### config.mk
export PLATFORM = sky130hd
export DESIGN_NAME = parking_maneuver_sequencer
export DESIGN_NICKNAME = d
export VERILOG_FILES = /design/src/pms_pkg.sv /design/src/parking_maneuver_sequencer.sv
export SDC_FILE = /design/constraint.sdc
export NUM_CORES = 1
export LEC_CHECK = 0
export BUFFER_PORTS_ARGS = -buffer_cell sky130_fd_sc_hd__buf_4
export CAP_MARGIN = 20
export CORE_MARGIN = 4
export CORE_UTILIZATION = 60
export CTS_CLUSTER_SIZE = 8
export DETAILED_ROUTE_END_ITERATION = 6
export HOLD_SLACK_MARGIN = 0.02
export PLACE_DENSITY = 0.79
export SYNTH_ARGS = -nofsm -noshare
export SYNTH_HDL_FRONTEND = slang
export SYNTH_SLANG_ARGS = --single-unit
### constraint.sdc
create_clock -name clk -period 5.45 [get_ports clk]
set_input_delay 0.545 -clock clk [delete_from_list [all_inputs] [get_ports clk]]
set_output_delay 0.545 -clock clk [all_outputs]
set_load 0.01 [all_outputs]
### src/pms_pkg.sv
// Package for the parking maneuver sequencer: widths, phase codes, field positions and
// the table of timed phases. No dependencies.
`timescale 1ns / 1ps

package pms_pkg;

    localparam int DIST_BITS      = 12;
    localparam int GAP_TIMER_BITS = 16;

    localparam int CFG_ADDR_W = 3;
    localparam int CFG_DATA_W = 16;

    localparam logic [CFG_ADDR_W-1:0] REG_GAP_DETECT = 3'd0;
    localparam logic [CFG_ADDR_W-1:0] REG_REAR_STOP  = 3'd1;
    localparam logic [CFG_ADDR_W-1:0] REG_MIN_GAP    = 3'd2;
    localparam logic [CFG_ADDR_W-1:0] REG_SEARCH_DTY = 3'd3;
    localparam logic [CFG_ADDR_W-1:0] REG_FINAL_DTY  = 3'd4;

    localparam int IN_DATA_W  = ((2 * DIST_BITS + 7) / 8) * 8;
    localparam int OUT_DATA_W = 32;

    // Output tdata bit positions.
    localparam int O_LF    = 0;
    localparam int O_LD    = 1;
    localparam int O_RF    = 9;
    localparam int O_RD    = 10;
    localparam int O_BZ    = 18;
    localparam int O_BP    = 20;
    localparam int O_LAMPS = 29;
    localparam int O_BUSY  = 30;
    localparam int O_FIN   = 31;

    // Distances are compared at this width so that every threshold fits.
    localparam int CMP_W = 16;

    localparam int TIMER_W = 11;
    localparam logic [TIMER_W-1:0] SHOW_MS = 11'd2000;

    localparam logic [1:0] BZ_OFF        = 2'd0;
    localparam logic [1:0] BZ_PERIODIC   = 2'd1;
    localparam logic [1:0] BZ_CONTINUOUS = 2'd2;

    typedef enum logic [11:0] {
        PH_IDLE   = 12'b0000_0000_0001,
        PH_SEARCH = 12'b0000_0000_0010,
        PH_STOP_A = 12'b0000_0000_0100,
        PH_BACK_A = 12'b0000_0000_1000,
        PH_STOP_B = 12'b0000_0001_0000,
        PH_TURN_R = 12'b0000_0010_0000,
        PH_STOP_C = 12'b0000_0100_0000,
        PH_TURN_L = 12'b0000_1000_0000,
        PH_STOP_D = 12'b0001_0000_0000,
        PH_NUDGE  = 12'b0010_0000_0000,
        PH_FINAL  = 12'b0100_0000_0000,
        PH_SHOW   = 12'b1000_0000_0000
    } phase_t;

    typedef struct packed {
        logic [TIMER_W-1:0] dur;
        logic               lf;
        logic [7:0]         ld;
        logic               rf;
        logic [7:0]         rd;
        phase_t             succ;
    } timed_t;

    function automatic timed_t timed_entry(input phase_t ph);
        timed_t e;
        e = '{dur: '0, lf: 1'b0, ld: 8'd0, rf: 1'b0, rd: 8'd0, succ: PH_IDLE};
        case (ph)
            PH_STOP_A: e = '{dur: 11'd500,  lf: 1'b0, ld: 8'd0,   rf: 1'b0, rd: 8'd0,
                             succ: PH_BACK_A};
            PH_BACK_A: e = '{dur: 11'd1450, lf: 1'b0, ld: 8'd90,  rf: 1'b0, rd: 8'd90,
                             succ: PH_STOP_B};
            PH_STOP_B: e = '{dur: 11'd500,  lf: 1'b0, ld: 8'd0,   rf: 1'b0, rd: 8'd0,
                             succ: PH_TURN_R};
            PH_TURN_R: e = '{dur: 11'd800,  lf: 1'b1, ld: 8'd255, rf: 1'b1, rd: 8'd80,
                             succ: PH_STOP_C};
            PH_STOP_C: e = '{dur: 11'd500,  lf: 1'b0, ld: 8'd0,   rf: 1'b0, rd: 8'd0,
                             succ: PH_TURN_L};
            PH_TURN_L: e = '{dur: 11'd555,  lf: 1'b0, ld: 8'd80,  rf: 1'b0, rd: 8'd255,
                             succ: PH_STOP_D};
            PH_STOP_D: e = '{dur: 11'd500,  lf: 1'b0, ld: 8'd0,   rf: 1'b0, rd: 8'd0,
                             succ: PH_NUDGE};
            PH_NUDGE:  e = '{dur: 11'd50,   lf: 1'b0, ld: 8'd100, rf: 1'b0, rd: 8'd100,
                             succ: PH_FINAL};
            default:   e = '{dur: '0, lf: 1'b0, ld: 8'd0, rf: 1'b0, rd: 8'd0, succ: PH_IDLE};
        endcase
        return e;
    endfunction

endpackage

### src/parking_maneuver_sequencer.sv
// Parking maneuver sequencer top level: phase state, gap timer, buzzer bands, output register.
// Depends on pms_pkg.
//
// Channel      Direction  Handshake                       Contents
// s_axis       in         s_axis_tvalid / s_axis_tready   tuser op, tdata side and rear distance
// m_axis       out        m_axis_tvalid / m_axis_tready   tdata motor, buzzer, lamp and status
// cfg          in         cfg_we                          cfg_addr register index, cfg_wdata
//
// Every transaction is handled combinationally and its result appears in the output register
// on the next cycle, so one item per clock is sustained while the output is not stalled.
// The input is ready whenever the output register is empty or is being taken in the same cycle.
// Reset puts the sequencer in the idle phase; all registers but the output data are reset.
// A stall on the output holds the result and the input stops after one waiting result.
`timescale 1ns / 1ps

module parking_maneuver_sequencer (
    input  logic                            clk,
    input  logic                            rst_n,
    input  logic                            s_axis_tvalid,
    output logic                            s_axis_tready,
    // Fields from bit 0: side_mm, rear_mm.
    input  logic [pms_pkg::IN_DATA_W-1:0]   s_axis_tdata,
    // Fields from bit 0: op.
    input  logic                            s_axis_tuser,
    output logic                            m_axis_tvalid,
    input  logic                            m_axis_tready,
    // Fields from bit 0: left_forward, left_duty, right_forward, right_duty, buzzer_mode,
    // beep_period_ms, lamps_on, busy_res, finished.
    output logic [pms_pkg::OUT_DATA_W-1:0]  m_axis_tdata,
    input  logic                            cfg_we,
    input  logic [pms_pkg::CFG_ADDR_W-1:0]  cfg_addr,
    input  logic [pms_pkg::CFG_DATA_W-1:0]  cfg_wdata
);
    import pms_pkg::*;

    logic [11:0]               gap_detect_reg;
    logic [11:0]               rear_stop_reg;
    logic [15:0]               min_gap_reg;
    logic [7:0]                search_duty_reg;
    logic [7:0]                final_duty_reg;

    phase_t                    phase_reg, phase_next;
    logic [TIMER_W-1:0]        timer_reg, timer_next;
    logic                      gap_open_reg, gap_open_next;
    logic [GAP_TIMER_BITS-1:0] gap_len_reg, gap_len_next;
    logic                      beep_en_reg, beep_en_next;
    logic [8:0]                beep_per_reg, beep_per_next;

    logic                      out_valid_reg;
    logic [OUT_DATA_W-1:0]     out_data_reg, out_data_next;

    logic                      accept;
    logic [DIST_BITS-1:0]      side;
    logic [DIST_BITS-1:0]      rear;
    logic [CMP_W-1:0]          side_x;
    logic [CMP_W-1:0]          rear_x;
    logic [GAP_TIMER_BITS-1:0] gap_inc;
    logic [TIMER_W-1:0]        timer_inc;
    logic                      fin;
    timed_t                    cur_entry;
    timed_t                    nxt_entry;
    logic                      lf, rf, lamps;
    logic [7:0]                ld, rd;
    logic [1:0]                bz;
    logic [8:0]                bp;

    assign accept        = s_axis_tvalid && s_axis_tready;
    assign s_axis_tready = !out_valid_reg || m_axis_tready;
    assign m_axis_tvalid = out_valid_reg;
    assign m_axis_tdata  = out_data_reg;

    assign side      = s_axis_tdata[DIST_BITS-1:0];
    assign rear      = s_axis_tdata[2*DIST_BITS-1:DIST_BITS];
    assign side_x    = CMP_W'(side);
    assign rear_x    = CMP_W'(rear);
    assign gap_inc   = (gap_len_reg != '1) ? gap_len_reg + 1'b1 : gap_len_reg;
    assign timer_inc = timer_reg + 1'b1;
    assign cur_entry = timed_entry(phase_reg);
    assign nxt_entry = timed_entry(phase_next);

    always_comb
    begin
        phase_next    = phase_reg;
        timer_next    = timer_reg;
        gap_open_next = gap_open_reg;
        gap_len_next  = gap_len_reg;
        beep_en_next  = beep_en_reg;
        beep_per_next = beep_per_reg;
        fin           = 1'b0;
        if (s_axis_tuser)
        begin
            if (phase_reg == PH_IDLE)
            begin
                phase_next    = PH_SEARCH;
                timer_next    = '0;
                gap_open_next = 1'b0;
                gap_len_next  = '0;
                beep_en_next  = 1'b0;
                beep_per_next = '0;
            end
        end
        else
        begin
            case (phase_reg)
                PH_IDLE:
                begin
                end
                PH_SEARCH:
                begin
                    if (side_x > CMP_W'(gap_detect_reg))
                    begin
                        gap_open_next = 1'b1;
                        gap_len_next  = gap_open_reg ? gap_inc : '0;
                    end
                    else if (gap_open_reg)
                    begin
                        gap_len_next  = gap_inc;
                        gap_open_next = 1'b0;
                        if (32'(gap_inc) >= 32'(min_gap_reg))
                        begin
                            phase_next = PH_STOP_A;
                            timer_next = '0;
                        end
                    end
                end
                PH_STOP_A, PH_BACK_A, PH_STOP_B, PH_TURN_R, PH_STOP_C, PH_TURN_L,
                PH_STOP_D, PH_NUDGE:
                begin
                    if (timer_inc >= cur_entry.dur)
                    begin
                        phase_next = cur_entry.succ;
                        timer_next = '0;
                    end
                    else
                    begin
                        timer_next = timer_inc;
                    end
                end
                PH_FINAL:
                begin
                    if (rear_x >= CMP_W'(600))
                    begin
                        beep_en_next = 1'b0;
                    end
                    else if (rear_x > CMP_W'(450))
                    begin
                        beep_per_next = 9'd300;
                        beep_en_next  = 1'b1;
                    end
                    else if (rear_x > CMP_W'(300))
                    begin
                        beep_per_next = 9'd150;
                    end
                    else if (rear_x >= CMP_W'(150))
                    begin
                        beep_per_next = 9'd50;
                    end
                    if (rear_x <= CMP_W'(rear_stop_reg))
                    begin
                        beep_en_next = 1'b0;
                        phase_next   = PH_SHOW;
                        timer_next   = '0;
                    end
                end
                PH_SHOW:
                begin
                    if (timer_inc >= SHOW_MS)
                    begin
                        phase_next = PH_IDLE;
                        timer_next = '0;
                        fin        = 1'b1;
                    end
                    else
                    begin
                        timer_next = timer_inc;
                    end
                end
                default:
                begin
                    phase_next = PH_IDLE;
                    timer_next = '0;
                end
            endcase
        end
    end

    always_comb
    begin
        lf    = 1'b0;
        ld    = 8'd0;
        rf    = 1'b0;
        rd    = 8'd0;
        bz    = BZ_OFF;
        bp    = 9'd0;
        lamps = 1'b0;
        case (phase_next)
            PH_SEARCH:
            begin
                lf = 1'b1;
                ld = search_duty_reg;
                rf = 1'b1;
                rd = search_duty_reg;
            end
            PH_STOP_A, PH_BACK_A, PH_STOP_B, PH_TURN_R, PH_STOP_C, PH_TURN_L,
            PH_STOP_D, PH_NUDGE:
            begin
                lf = nxt_entry.lf;
                ld = nxt_entry.ld;
                rf = nxt_entry.rf;
                rd = nxt_entry.rd;
            end
            PH_FINAL:
            begin
                ld = final_duty_reg;
                rd = final_duty_reg;
                if (beep_en_next)
                begin
                    bz = BZ_PERIODIC;
                    bp = beep_per_next;
                end
            end
            PH_SHOW:
            begin
                bz    = BZ_CONTINUOUS;
                lamps = 1'b1;
            end
            default:
            begin
            end
        endcase
        out_data_next           = '0;
        out_data_next[O_LF]     = lf && (ld != 8'd0);
        out_data_next[O_LD+:8]  = ld;
        out_data_next[O_RF]     = rf && (rd != 8'd0);
        out_data_next[O_RD+:8]  = rd;
        out_data_next[O_BZ+:2]  = bz;
        out_data_next[O_BP+:9]  = bp;
        out_data_next[O_LAMPS]  = lamps;
        out_data_next[O_BUSY]   = (phase_next != PH_IDLE);
        out_data_next[O_FIN]    = fin;
    end

    always_ff @(posedge clk or negedge rst_n)
    begin
        if (!rst_n)
        begin
            gap_detect_reg  <= 12'd350;
            rear_stop_reg   <= 12'd70;
            min_gap_reg     <= 16'd400;
            search_duty_reg <= 8'd80;
            final_duty_reg  <= 8'd60;
        end
        else if (cfg_we)
        begin
            case (cfg_addr)
                REG_GAP_DETECT: gap_detect_reg  <= cfg_wdata[11:0];
                REG_REAR_STOP:  rear_stop_reg   <= cfg_wdata[11:0];
                REG_MIN_GAP:    min_gap_reg     <= cfg_wdata[15:0];
                REG_SEARCH_DTY: search_duty_reg <= cfg_wdata[7:0];
                REG_FINAL_DTY:  final_duty_reg  <= cfg_wdata[7:0];
                default:
                begin
                end
            endcase
        end
    end

    always_ff @(posedge clk or negedge rst_n)
    begin
        if (!rst_n)
        begin
            phase_reg     <= PH_IDLE;
            timer_reg     <= '0;
            gap_open_reg  <= 1'b0;
            gap_len_reg   <= '0;
            beep_en_reg   <= 1'b0;
            beep_per_reg  <= '0;
            out_valid_reg <= 1'b0;
        end
        else
        begin
            if (accept)
            begin
                phase_reg     <= phase_next;
                timer_reg     <= timer_next;
                gap_open_reg  <= gap_open_next;
                gap_len_reg   <= gap_len_next;
                beep_en_reg   <= beep_en_next;
                beep_per_reg  <= beep_per_next;
                out_valid_reg <= 1'b1;
            end
            else if (m_axis_tready)
            begin
                out_valid_reg <= 1'b0;
            end
        end
    end

    always_ff @(posedge clk)
    begin
        if (accept)
        begin
            out_data_reg <= out_data_next;
        end
    end

endmodule

Yosys cells after proc, flatten, opt, wreduce, memory -nomap -nowiden
Cells that the tools add are included.

Register bits after elaboration: 139. Word-level logic and storage cells: 139. Output and inout port bits: 34.

Mux-type cells: 54. Bitwise logic cells: 1. Add/sub/neg operators: 2. $lt $le $gt $ge: 9. Reduce and logical (&&, ||, !) cells: 23. Equal/unequal tests: 35.

Operator list (count): $pmux 41 s8 (1); $pmux 30 s8 (1); $mux 16 (7); $mux 12 (8); $mux 11 (8); $mux 9 (7); $pmux 12 s5 (1); $pmux 11 s5 (1); $pmux 8 s3 (2); $eq 12x10->1 const B (2); $eq 12x11->1 const B (2); $eq 12x12->1 const B (2); $eq 12x2->1 const B (2); $eq 12x3->1 const B (2); $eq 12x4->1 const B (2); $eq 12x5->1 const B (2); $eq 12x6->1 const B (2); $eq 12x7->1 const B (2); $eq 12x8->1 const B (2); $eq 12x9->1 const B (2); $gt 12x9->1 const B (2); $add 16x1->16 const B (1); $ge 16x16->1 (1); $ne 16x16->1 const B (1); other kinds (32) (61).

Longest topological paths before layout
Word-level depth: 13. Mapped depth: 25.

Least setup slack after synthesis
No wires, ideal clock.

Path type: reg2reg. From: reg gap_len_reg[3]. To: reg out_data_reg[0] (netlist: m_axis_tdata[0]), data pin. Library setup time: 0.271 ns. Period minus slack after synthesis: 4.955 ns. Arrival: 4.684 ns. Path slack: 0.495 ns. Buffers on the path: 2. Stages on the path, launching flop included: 25. Required time: 5.179 ns. Cells stage by stage: dfrtp_1 > clkbuf_1 > nand3_1 > nor4_1 > and2_1 > nand3_1 > or2_2 > clkbuf_1 > and2_1 > nand3_1 > nor2_1 > nand3_1 > xnor2_1 > ha_1 > nand4_1 > nor3_1 > a2111oi_0 > o21ai_0 > a31oi_4 > nor4b_4 > nor3_1 > and4b_1 > nand2_1 > o2111a_1 > a41oi_1.

Cells in the longest elaborated chain, start to end: 13.

Ends and longest elaborated chain: from (decl) (RTL line parking_maneuver_sequencer.sv:45) `logic [GAP_TIMER_BITS-1:0] gap_len_reg, gap_len_next;`; from (signal assigned) (RTL line parking_maneuver_sequencer.sv:287) `gap_len_reg <= gap_len_next;`; $add 16x1->16 or $ne 16x16->1 (tied branches) (RTL line parking_maneuver_sequencer.sv:76) `assign gap_inc = (gap_len_reg != '1) ? gap_len_reg + 1'b1 : gap_len_reg;`; $mux 16 * (RTL line parking_maneuver_sequencer.sv:76); $ge 16x16->1 * (RTL line parking_maneuver_sequencer.sv:119) `if (32'(gap_inc) >= 32'(min_gap_reg))`; $mux 12 * (RTL line parking_maneuver_sequencer.sv:119); $mux 12 * (RTL line parking_maneuver_sequencer.sv:115) `else if (gap_open_reg)`; $mux 12 * (RTL line parking_maneuver_sequencer.sv:110) `if (side_x > CMP_W'(gap_detect_reg))`; $pmux 12 s5 * (RTL line parking_maneuver_sequencer.sv:104) `case (phase_reg)`; $mux 12 * (RTL line parking_maneuver_sequencer.sv:90) `if (s_axis_tuser)`; $eq 12x10->1 (tied with other cells) (RTL line pms_pkg.sv:70, parking_maneuver_sequencer.sv:196); $pmux 30 s8 or $reduce_or 8->1 (tied branches) (RTL line pms_pkg.sv:70, parking_maneuver_sequencer.sv:196); $pmux 8 s3 (RTL line parking_maneuver_sequencer.sv:196) `case (phase_next)`; $reduce_bool 8->1 (RTL line parking_maneuver_sequencer.sv:232) `out_data_next[O_LF] = lf && (ld != 8'd0);`; $logic_and 1x1->1 * (RTL line parking_maneuver_sequencer.sv:232); named net out_data_next[0] (RTL line parking_maneuver_sequencer.sv:50) `logic [OUT_DATA_W-1:0] out_data_reg, out_data_next;`; to (signal assigned) (RTL line parking_maneuver_sequencer.sv:303) `out_data_reg <= out_data_next;`; to (decl) (RTL line parking_maneuver_sequencer.sv:50).

The timed path passes the listed nets; every way through them passes the cells marked *. A chain may end at the register's enable or synchronous reset.

Final worst setup path
From: reg gap_len_reg[6]. To: reg out_data_reg[9] (netlist: m_axis_tdata[9]), data pin.

Cells in the longest elaborated chain, start to end: 13.

Ends and longest elaborated chain: $add 16x1->16 or $ne 16x16->1 (tied branches) (RTL line parking_maneuver_sequencer.sv:76); $mux 16 * (RTL line parking_maneuver_sequencer.sv:76); $ge 16x16->1 * (RTL line parking_maneuver_sequencer.sv:119); $mux 12 * (RTL line parking_maneuver_sequencer.sv:119); $mux 12 * (RTL line parking_maneuver_sequencer.sv:115); $mux 12 * (RTL line parking_maneuver_sequencer.sv:110); $pmux 12 s5 * (RTL line parking_maneuver_sequencer.sv:104); $mux 12 * (RTL line parking_maneuver_sequencer.sv:90); $eq 12x10->1 (tied with other cells) (RTL line pms_pkg.sv:70, parking_maneuver_sequencer.sv:196); $pmux 30 s8 or $reduce_or 8->1 (tied branches) (RTL line pms_pkg.sv:70, parking_maneuver_sequencer.sv:196); $pmux 8 s3 (RTL line parking_maneuver_sequencer.sv:196); $reduce_bool 8->1 (RTL line parking_maneuver_sequencer.sv:234) `out_data_next[O_RF] = rf && (rd != 8'd0);`; $logic_and 1x1->1 * (RTL line parking_maneuver_sequencer.sv:234); named net out_data_next[9] (RTL line parking_maneuver_sequencer.sv:50).

Marked as above.

==> metrics.txt <==
# TYPE chip_impl_metric gauge
chip_impl_info{name="run_status",value="completed"} 1
chip_impl_metric{name="drt_first_pass_iters",unit=""} 5
chip_impl_metric{name="vias",unit=""} 7282
chip_impl_metric{name="avgSynthCellArea",unit="um2"} 9.40
chip_impl_metric{name="report.final.setup_viol",unit=""} 0
chip_impl_metric{name="ys_async_sr_fraction",unit=""} 0.781
chip_impl_metric{name="grt.total_usage",unit=""} 0.271
chip_impl_metric{name="synth.yosys.seq_area_share",unit=""} 0.425
chip_impl_metric{name="grt_overflow",unit=""} 0
chip_impl_metric{name="synth_cells",unit=""} 902
chip_impl_info{name="beginning_of_the_worst_register_to_register_path",value="gap_len_reg[6]"} 1
chip_impl_info{name="worst_hold_path_type",value="input pin to asynchronous set/reset pin"} 1
chip_impl_metric{name="tritoncts_buffer_count",unit=""} 17
chip_impl_metric{name="power-per-cell-area",unit="nW/um2"} 339
chip_impl_metric{name="worst_hold_slack",unit="ns"} 0.119
chip_impl_metric{name="grt_start_max_net_pins",unit=""} 64
chip_impl_metric{name="crit_path_max_fanout",unit=""} 7
chip_impl_metric{name="number_of_antenna_violations_at_the_first_check_in_global_routing",unit=""} 0
chip_impl_metric{name="antenna_left",unit=""} 0
chip_impl_metric{name="worst-path-stages",unit=""} 23
chip_impl_metric{name="post_dp_cell_area",unit="um2"} 9270
chip_impl_metric{name="number_of_max_cap_violations",unit=""} 0
chip_impl_metric{name="yosysWarningCount",unit=""} 0
chip_impl_metric{name="placement.io_buffers",unit=""} 82
chip_impl_metric{name="max-slew-margin-rel",unit=""} 0.413
chip_impl_metric{name="post-route-min-period",unit="ns"} 5.25
chip_impl_metric{name="r2r_cells",unit=""} 23
chip_impl_metric{name="sequentialPowerShare",unit=""} 0.389
chip_impl_metric{name="post-route-drc-count",unit=""} 0
chip_impl_metric{name="worst_clock_skew",unit="ns"} 0.0101
chip_impl_metric{name="wirelength",unit="mm"} 21.5
chip_impl_metric{name="timing.reg2reg.setup_slack",unit="ns"} 0.20
chip_impl_metric{name="initial_core_utilization",unit=""} 0.611
chip_impl_metric{name="routedWlPerCell",unit="um"} 18.2
chip_impl_info{name="critical_path.slowest_cell",value="nor4b_4"} 1
chip_impl_metric{name="max-clock-path-buffers",unit=""} 2
chip_impl_metric{name="final_max_slew_viol_count",unit=""} 0
chip_impl_info{name="capturing_element_type_of_the_critical_path",value="flip-flop"} 1
chip_impl_info{name="yosys-top-cells-area",value="dfrtp_1, edfxtp_1, ha_1"} 1
chip_impl_info{name="critical-path-top-delay-family",value="simple AND/OR/NAND/NOR gates"} 1
chip_impl_metric{name="final_hold_violation_count",unit=""} 0
chip_impl_metric{name="worst_slack",unit="ns"} 0.200
chip_impl_info{name="timing.critical_path.from",value="gap_len_reg[6]"} 1
chip_impl_metric{name="detailed_place_hpwl",unit="mm"} 15.5
chip_impl_info{name="cell_with_the_most_instances_on_the_worst_path",value="nand3_1"} 1
chip_impl_metric{name="power.share.clock",unit=""} 0.334
chip_impl_info{name="rr_endpoint",value="m_axis_tdata[9]"} 1
chip_impl_metric{name="p_sw_frac",unit=""} 0.327
chip_impl_metric{name="die_span_y",unit="um"} 127
chip_impl_metric{name="netlist_area",unit="um2"} 8470
chip_impl_info{name="crit_path_cell_trace",value="nand3_1, nor4_4, and2_4, nand3_1, or2_4, and2_1, nand3_1, nor2_1, nand3_1, xnor2_1, ha_1, nand4_1, nor2_1, o2111ai_1, o21ai_2, a31oi_4, nor4b_4, nor3_4, nor3b_4, buf_4, nand4_1, o211a_1, a41oi_1"} 1
chip_impl_metric{name="share_of_layout_cells_above_drive_strength_1",unit=""} 0.217
chip_impl_metric{name="yosysUniqueCellTypes",unit=""} 83
chip_impl_metric{name="cts.reportedPaths.clkPinSlew",unit="ns"} 0.06
chip_impl_metric{name="final_instance_area",unit="um2"} 9990
chip_impl_info{name="timing.critical_path.from_type",value="flip-flop"} 1
chip_impl_info{name="path_class",value="flip-flop to flip-flop"} 1
chip_impl_metric{name="drt-initial-drc-count",unit=""} 647
chip_impl_metric{name="syn-num-nets",unit=""} 1004
chip_impl_info{name="tritoncts_clock_tree",value="built"} 1
chip_impl_metric{name="largest_register_ff_count",unit=""} 30
chip_impl_metric{name="dp_slack",unit="ns"} -0.205
chip_impl_info{name="post-synth-top-area-cell",value="dfrtp_1"} 1
chip_impl_info{name="netlist_top_cells_count",value="nand2_1, dfrtp_1, o21ai_0, inv_1, ha_1"} 1
chip_impl_metric{name="final_min_period_over_clock_period",unit=""} 0.963
chip_impl_metric{name="weighted_congestion_at_the_end_of_routability_driven_global_placement",unit=""} 0.967
chip_impl_info{name="synthMostInstantiatedCell",value="nand2_1"} 1
chip_impl_metric{name="core.rowCount",unit=""} 43
chip_impl_metric{name="number_of_synthesized_register_bits",unit=""} 137
chip_impl_metric{name="synth.top_cell.area_share",unit=""} 0.260
chip_impl_metric{name="fin_nets",unit=""} 1090
chip_impl_info{name="crit_end",value="m_axis_tdata[9]"} 1
chip_impl_metric{name="via_count_of_the_first_global_routing_pass",unit=""} 6979
chip_impl_metric{name="worst_ep_required_time",unit="ns"} 5.71
chip_impl_metric{name="wire_length_of_the_first_global_routing_pass",unit="mm"} 35.0
chip_impl_metric{name="antenna_cells",unit=""} 0
chip_impl_metric{name="floorplan.die_area",unit="um2"} 16100
chip_impl_metric{name="comb_power_share",unit=""} 0.277
chip_impl_metric{name="synth-edff-count",unit=""} 30
chip_impl_metric{name="die_width",unit="um"} 127
chip_impl_metric{name="timing_limited_maximum_frequency",unit="GHz"} 0.190
chip_impl_metric{name="power_report.internal_total",unit="uW"} 2280
chip_impl_metric{name="num_io_pins",unit=""} 83
chip_impl_metric{name="h-tree-depth",unit=""} 4
chip_impl_metric{name="cp_bufs_invs",unit=""} 1
chip_impl_info{name="clk_root_buffer_cell",value="clkbuf_16"} 1
chip_impl_metric{name="net_switching_power_figure",unit="uW"} 1100
chip_impl_metric{name="irDropWorstVdd",unit="mV"} 0.224
chip_impl_metric{name="clkSinkCount",unit=""} 137
chip_impl_metric{name="cpPeakStageDelay",unit="ns"} 0.49
chip_impl_metric{name="vias_per_cell",unit=""} 6.17
chip_impl_metric{name="worstMarginPinSlew",unit="ns"} 0.874
chip_impl_metric{name="arrival",unit="ns"} 5.51
chip_impl_metric{name="core_area",unit="um2"} 13900
chip_impl_metric{name="total_leakage_power",unit="uW"} 0.00447
chip_impl_metric{name="syn_to_final_growth",unit="%"} 17.9
chip_impl_info{name="ys_dominant_reg_cell",value="dfrtp_1"} 1
chip_impl_metric{name="n_fill_cell",unit=""} 1017
chip_impl_metric{name="source_to_sink_clock_delay_at_the_later_pin_of_the_worst_skew_pair",unit="ns"} 0.43
==> cell usage in the layout (no fill, tap or decap), types with 5 or more instances in the layout <==
cell       instances
buf_4            103
o31ai_1           13
nand4_1           19
ha_1              53
nand3_1           27
nand2_1          123
clkbuf_16         17
o31a_1             6
nor3_1            21
or3_1              7
a31oi_1            5
o21a_1             7
o211ai_1           7
a21oi_1           37
mux2_2            20
nor2b_1           10
edfxtp_1          30
dfstp_2           19
xnor2_1           20
a22oi_1            8
inv_1             58
nor2_1            50
o21ai_0           78
a41oi_1            5
dfrtp_1           84
nand2b_1           7
or2_2              6
a21o_1             7
xor2_1             9
a22o_1            19
and2_1            14
==> cell families (layout without fill, tap and decap cells) <==
logic type               after synthesis  in the layout  share of synthesized area
buffers and inverters                 95            194                     0.0453
multiplexers                          20             20                     0.0266
AND/OR/NAND/NOR                      331            331                      0.205
AO/OA/AOI/OAI                        237            237                      0.190
adder cells (fa/ha/maj)               53             53                     0.0783
XOR/XNOR                              29             29                     0.0300
flip-flops                           137            137                      0.425
==> what timing repair did <==
| action | in CTS | in global routing |
|---|---|---|
| hold buffers | 0 | 0 |
| endpoints found under the setup margin | 28 | 35 |
| pin swaps | 0 | 8 |
| resized for setup | 4 | 17 |
| setup buffers | 0 | 5 |
==> power groups by stage <==
stage / clock network (uW) / logic [uW] / registers, uW
2_1_floorplan: 0 / 631 / 1300
3_3_place_gp: 0 / 879 / 1320
3_5_place_dp: 0 / 895 / 1330
4_1_cts: 1140 / 911 / 1310
5_1_grt: 1190 / 1040 / 1330
6_report: 1130 / 938 / 1310
==> worst register-to-register path: cells and delay by family, from the launching register on <==
kind                       cells  cell delay [ns]
AOI/OAI and AO/OA              5             1.09
xor gates and xnor gates       1             0.09
buffers and inverters          1             0.15
DFF                            1             0.42
and+or+nand+nor               15             3.03
adders and majority gates      1             0.28
==> through the flow <==
| step | power [uW] | setup TNS [ns] | cells | util |
|---|---|---|---|---|
| floorplan | 1930 | 0 | 902 | - |
| global placement | 2200 | 0 | 1142 | 0.668 |
| detailed placement | 2230 | -1.23 | 1142 | 0.668 |
| CTS | 3370 | 0 | 1174 | 0.710 |
| global route | 3560 | -0.0472 | 1181 | 0.719 |
| finish | 3380 | 0 | 1181 | 0.719 |
==> how the worst min path moves through the flow <==
stage,end,slack [ns],depth (start not counted),start
after floorplan,beep_en_reg,0.25,0,rst_n
after global placement,beep_per_reg[1],0.46,1,beep_per_reg[1]
after detailed placement,beep_per_reg[4],0.46,1,beep_per_reg[4]
after CTS,timer_reg[10],0.13,1,rst_n
after global routing,timer_reg[10],0.16,1,rst_n
final,timer_reg[10],0.12,1,rst_n
==> layout make-up <==
type / instances / area [um2] / area share
Clock buffer: 17 / 425 / 0.0426
Tap cell: 180 / 225 / 0.0226
Multi-Input combinational cell: 670 / 4580 / 0.459
Timing Repair Buffer: 104 / 785 / 0.0786
Inverter: 58 / 218 / 0.0218
Sequential cell: 137 / 3610 / 0.361
Clock inverter: 15 / 146 / 0.0147
==> metal layers <==
metal / part of all wire / GRT usage / vias to the layer above
met1: 0.42 / 0.359 / 3501
met5: 0 / 0 / -
met4: 0.029 / 0.0997 / 0
met2: 0.49 / 0.446 / 283
met3: 0.061 / 0.0509 / 40
li1: - / - / 3458
Note: power is estimated with default switching activity, not from simulation.
